**config.mk**
```make
export PLATFORM = sky130hd
export DESIGN_NAME = cbb_ctrl
export DESIGN_NICKNAME = d
export VERILOG_FILES = /design/src/hw/rtl/assert_macros.svh /design/src/hw/rtl/cbb_pkg.sv /design/src/hw/rtl/cbb_ctrl.sv
export SDC_FILE = /design/constraint.sdc
export NUM_CORES = 1
export LEC_CHECK = 0
export BUFFER_PORTS_ARGS = -buffer_cell sky130_fd_sc_hd__buf_2
export CORE_AREA = 2 2 39 41
export DETAILED_ROUTE_END_ITERATION = 10
export DIE_AREA = 0 0 41 43
export HOLD_SLACK_MARGIN = 0.02
export RECOVER_POWER = 50
export SLEW_MARGIN = 20
export SYNTH_ARGS = -nofsm -noshare
export SYNTH_HDL_FRONTEND = slang
export SYNTH_SLANG_ARGS = --single-unit
```
**constraint.sdc**
```tcl
create_clock -name clk -period 1.24 [get_ports clk]
set_input_delay 0.186 -clock clk [delete_from_list [all_inputs] [get_ports clk]]
set_output_delay 0.186 -clock clk [all_outputs]
set_load 0.01 [all_outputs]
```
**src/hw/rtl/assert_macros.svh**
```systemverilog
// ----------------------------------------------------------------------------
// Assertion macros
// Shared concurrent assertion forms used by the RTL.
// ----------------------------------------------------------------------------
`ifndef ASSERT_MACROS_SVH
`define ASSERT_MACROS_SVH

// property holds at every edge outside reset
`define ASSERT_ALWAYS(label, clk, rst, prop, msg) \
  label: assert property (@(posedge clk) disable iff (rst) (prop)) else $error(msg);

// consequent holds in the cycle after the antecedent
`define ASSERT_NEXT(label, clk, rst, ante, cons, msg) \
  label: assert property (@(posedge clk) disable iff (rst) (ante) |=> (cons)) else $error(msg);

// consequent holds in the same cycle as the antecedent
`define ASSERT_SAME(label, clk, rst, ante, cons, msg) \
  label: assert property (@(posedge clk) disable iff (rst) (ante) |-> (cons)) else $error(msg);

`endif

```
**src/hw/rtl/cbb_pkg.sv**
```systemverilog
`timescale 1ns / 1ps
// ----------------------------------------------------------------------------
// Circular byte buffer package
// Field widths, operation codes and the controller command bundle.
// ----------------------------------------------------------------------------
package cbb_pkg;

  localparam int unsigned DEPTH_DEF = 4096;

  localparam int unsigned MODE_W = 3;
  localparam int unsigned DATA_W = 8;
  localparam int unsigned LEN_W  = 13;

  localparam logic [MODE_W-1:0] MODE_WRITE   = 3'd0;
  localparam logic [MODE_W-1:0] MODE_POP     = 3'd1;
  localparam logic [MODE_W-1:0] MODE_PEEK    = 3'd2;
  localparam logic [MODE_W-1:0] MODE_DISCARD = 3'd3;
  localparam logic [MODE_W-1:0] MODE_ADVANCE = 3'd4;

  typedef struct packed {
    logic load;
    logic exec;
  } cmd_t;

endpackage

```
**src/hw/rtl/cbb_ctrl.sv**
```systemverilog
`timescale 1ns / 1ps
// ----------------------------------------------------------------------------
// Circular byte buffer controller
// Sequences capture, execute and respond for one beat at a time.
// ----------------------------------------------------------------------------
module cbb_ctrl (
  input  logic          clk,
  input  logic          rst,
  input  logic          in_valid,
  output logic          in_ready,
  output logic          out_valid,
  input  logic          out_ready,
  output cbb_pkg::cmd_t cmd
);
  import cbb_pkg::*;

  typedef enum logic [2:0] {
    S_IDLE = 3'b001,
    S_EXEC = 3'b010,
    S_RESP = 3'b100
  } state_t;

  state_t state;
  state_t state_next;

  always_ff @(posedge clk) begin
    if (rst) begin
      state <= S_IDLE;
    end else begin
      state <= state_next;
    end
  end

  always_comb begin
    state_next = state;
    case (state)
      S_IDLE: begin
        if (in_valid) state_next = S_EXEC;
      end
      S_EXEC: begin
        state_next = S_RESP;
      end
      S_RESP: begin
        if (out_ready) state_next = S_IDLE;
      end
      default: begin
        state_next = S_IDLE;
      end
    endcase
  end

  assign in_ready  = (state == S_IDLE);
  assign out_valid = (state == S_RESP);
  assign cmd.load  = in_valid && (state == S_IDLE);
  assign cmd.exec  = (state == S_EXEC);

endmodule

```
==> reports/results.txt <==
status -> finished with violations
failing checks -> setup timing
CP Data Arrival Time -> 1110 ps
Worst R2R Start -> state[2]$_SDFFE_PP0P_
largest registers -> state: 3 flops
Relative slew margins -> 89.4%
FF+latch count, synth -> 3
register-to-register setup slack -> 10 ps
clock root buffer -> clkbuf_4
Core Region -> 1380 um^2
Unique masters post-synth -> 12
vias in the first global route -> 181
Hold-fix buffers, CTS -> 0
Fill cells -> 158
P_int -> 0.000262 W
depth of the CTS H-tree -> 1
crit path kind -> register to output port
Slew @ Worst Pin -> 158 ps
worst skew pair latency -> 230 ps
switching pwr -> 0.0000835 W
Vias -> 178
Max-cap violations -> 0
register share of total power -> 30.5%
Comb pwr share -> 19.6%
Detailed Route WL -> 442 um
Hold Path Class -> input pin to register
GRT Util Overall -> 6.21%
DP HPWL -> 262 um
fin crit share -> 104%
Die Wd -> 41 um
Reg2Reg Depth -> 3
final std cells w/o fill -> 47
Power per Cell Area -> 1090 nW/um^2
grt total ovfl -> 0
antenna cells -> 0
PnR worst setup slack -> -55.5 ps
switching fraction of total power -> 24.1%
crit-path max FO -> 5
Post-Syn Area -> 155 um^2
placed cell count -> 39
Leakage -> 0.133 nW
DR vias/cell -> 3.79
Top Ports -> 8
Mapped Avg Cell Area -> 9.70 um^2
Setup TNS -> -81.9 ps
fmax -> 772 MHz
Max rail drop VDD -> 0.217 mV
global-route wire length before repair -> 634 um
area delta synth->final -> 104%
Yosys warning count -> 0
Hold Path End -> state[2]$_SDFFE_PP0P_
CTS sink count -> 3
site row count -> 14
Finished Cell Area -> 317 um^2
full die area -> 1760 um^2
Post-DRT Antenna Nets -> 0
Pre-Repair DR Iteration Count -> 2
Max clock buf depth -> 2
CTS Buf Count -> 3
Final nets -> 36
RSZ-0062 raised after global routing -> true
Min Clock Period, post-route -> 1300 ps
Worst R2R End -> state[0]$_SDFFE_PP1P_
setup violators final -> 2
starting density of the core -> 11.2%
Syn Inst Count -> 16
Worst Path Required -> 1050 ps
post-synthesis sequential area ratio -> 38.7%
fraction of layout cells with a size suffix above 1 -> 77.4%
post-DR wirelength/cell -> 9.40 um
final hold vios -> 0
worst hold stages -> 2
initial antenna violation count -> 0
GPL Wtd Cong -> 0.573
initial DRC count -> 2
Reg clk slew, reported paths -> 40 ps
Worst Setup SP -> state[0]$_SDFFE_PP1P_
die height -> 43 um
drt drc -> 0
PortBufs -> 7
CTS tree -> built
Largest register FFs -> 3
cell area after placement -> 210 um^2
hold path start -> rst
Clk pwr share -> 49.9%
CP startpoint kind -> register
skew final -> 3.87 ps
Final Util -> 22.9%
Worst setup EP type -> output port
Post-Syn Nets -> 20
Biggest register -> state
Slew Viols, Final -> 0
largest net degree at the start of global routing -> 7
==> cell families (layout without fill, tap and decap cells) <==
group,Yosys count,after routing,synth area share (%)
flip-flops,3,3,38.7
AO/OA/AOI/OAI,2,2,10.5
buffers and inverters,3,18,9.68
AND/OR/NAND/NOR,8,8,41.1
==> what timing repair did <==
action | CTS | global route
gates resized for setup | 9 | 4
endpoints found under the setup margin | 2 | 5
setup buffers | 4 | 0
pin swaps | 2 | 2
==> critical path, stage by stage (launching register included) <==
cell,delay [ps]
dfxtp_4,350
or3b_4,380
inv_2,60
buf_6,90
==> area by class of cell <==
cell class	instances	area [um^2]	share of cell area, %
clock buffer	4	26.3	8.30
inverter	2	7.51	2.37
sequential	3	68.8	21.7
tap	16	20.0	6.32
timing repair buffer	12	85.1	26.9
multi-input combinational	10	109	34.4
==> synthesized netlist by cell type (all sizes together) <==
master / instances / area share [%]
nand4bb: 1 / 7.3
nor2: 1 / 2.4
or4b: 1 / 6.5
buf: 1 / 4.8
dfxtp: 3 / 39
a211oi: 1 / 4.8
nor3b: 2 / 9.7
or3b: 2 / 11
a31o: 1 / 5.6
inv: 2 / 4.8
nand2b: 1 / 4.0
==> cell usage in the layout (no fill, tap or decap), drive strengths merged <==
master / netlist / layout
buf: 1 / 12
clkbuf: 0 / 4
dfxtp: 3 / 3
inv: 2 / 2
nor3b: 2 / 2
or3b: 2 / 2
nand4bb: 1 / 1
nor2: 1 / 1
nand2b: 1 / 1
a211oi: 1 / 1
or4b: 1 / 1
a31o: 1 / 1
==> per-layer routing <==
layer	part of all wire, %	up-vias	GRT usage (%)
li1	-	86	-
met1	35	84	4.79
met2	57	6	8.75
met3	5.0	2	0.524
met4	3.4	0	12.0
met5	0	-	0
==> through the flow <==
stage               total power, W  hold WS, ps  setup WS [ps]
floorplan                 0.000128          258           63.9
detailed placement        0.000146          385           43.2
global route              0.000364          139          -86.9
global placement          0.000146          390           45.6
CTS                       0.000341          132          -51.0
finish                    0.000346          138          -55.5
==> power groups by stage <==
stage	clock network (W)	registers (W)	logic [W]
final	0.000172	0.000106	0.0000677
after global routing	0.000185	0.000106	0.0000727
after CTS	0.000177	0.000105	0.0000596
after detailed placement	0	0.000109	0.0000372
after global placement	0	0.000109	0.0000368
after floorplan	0	0.000109	0.0000190
==> worst max path at each step <==
stage,endpoint,slack (ps),depth (start not counted)
after floorplan,cmd[0],60,3
after global placement,state[0]$_SDFFE_PP1P_,50,2
after detailed placement,state[0]$_SDFFE_PP1P_,40,2
after CTS,cmd[0],-50,3
after global routing,cmd[0],-90,3
final,cmd[0],-60,3
Note: power is estimated with default switching activity, not from simulation.
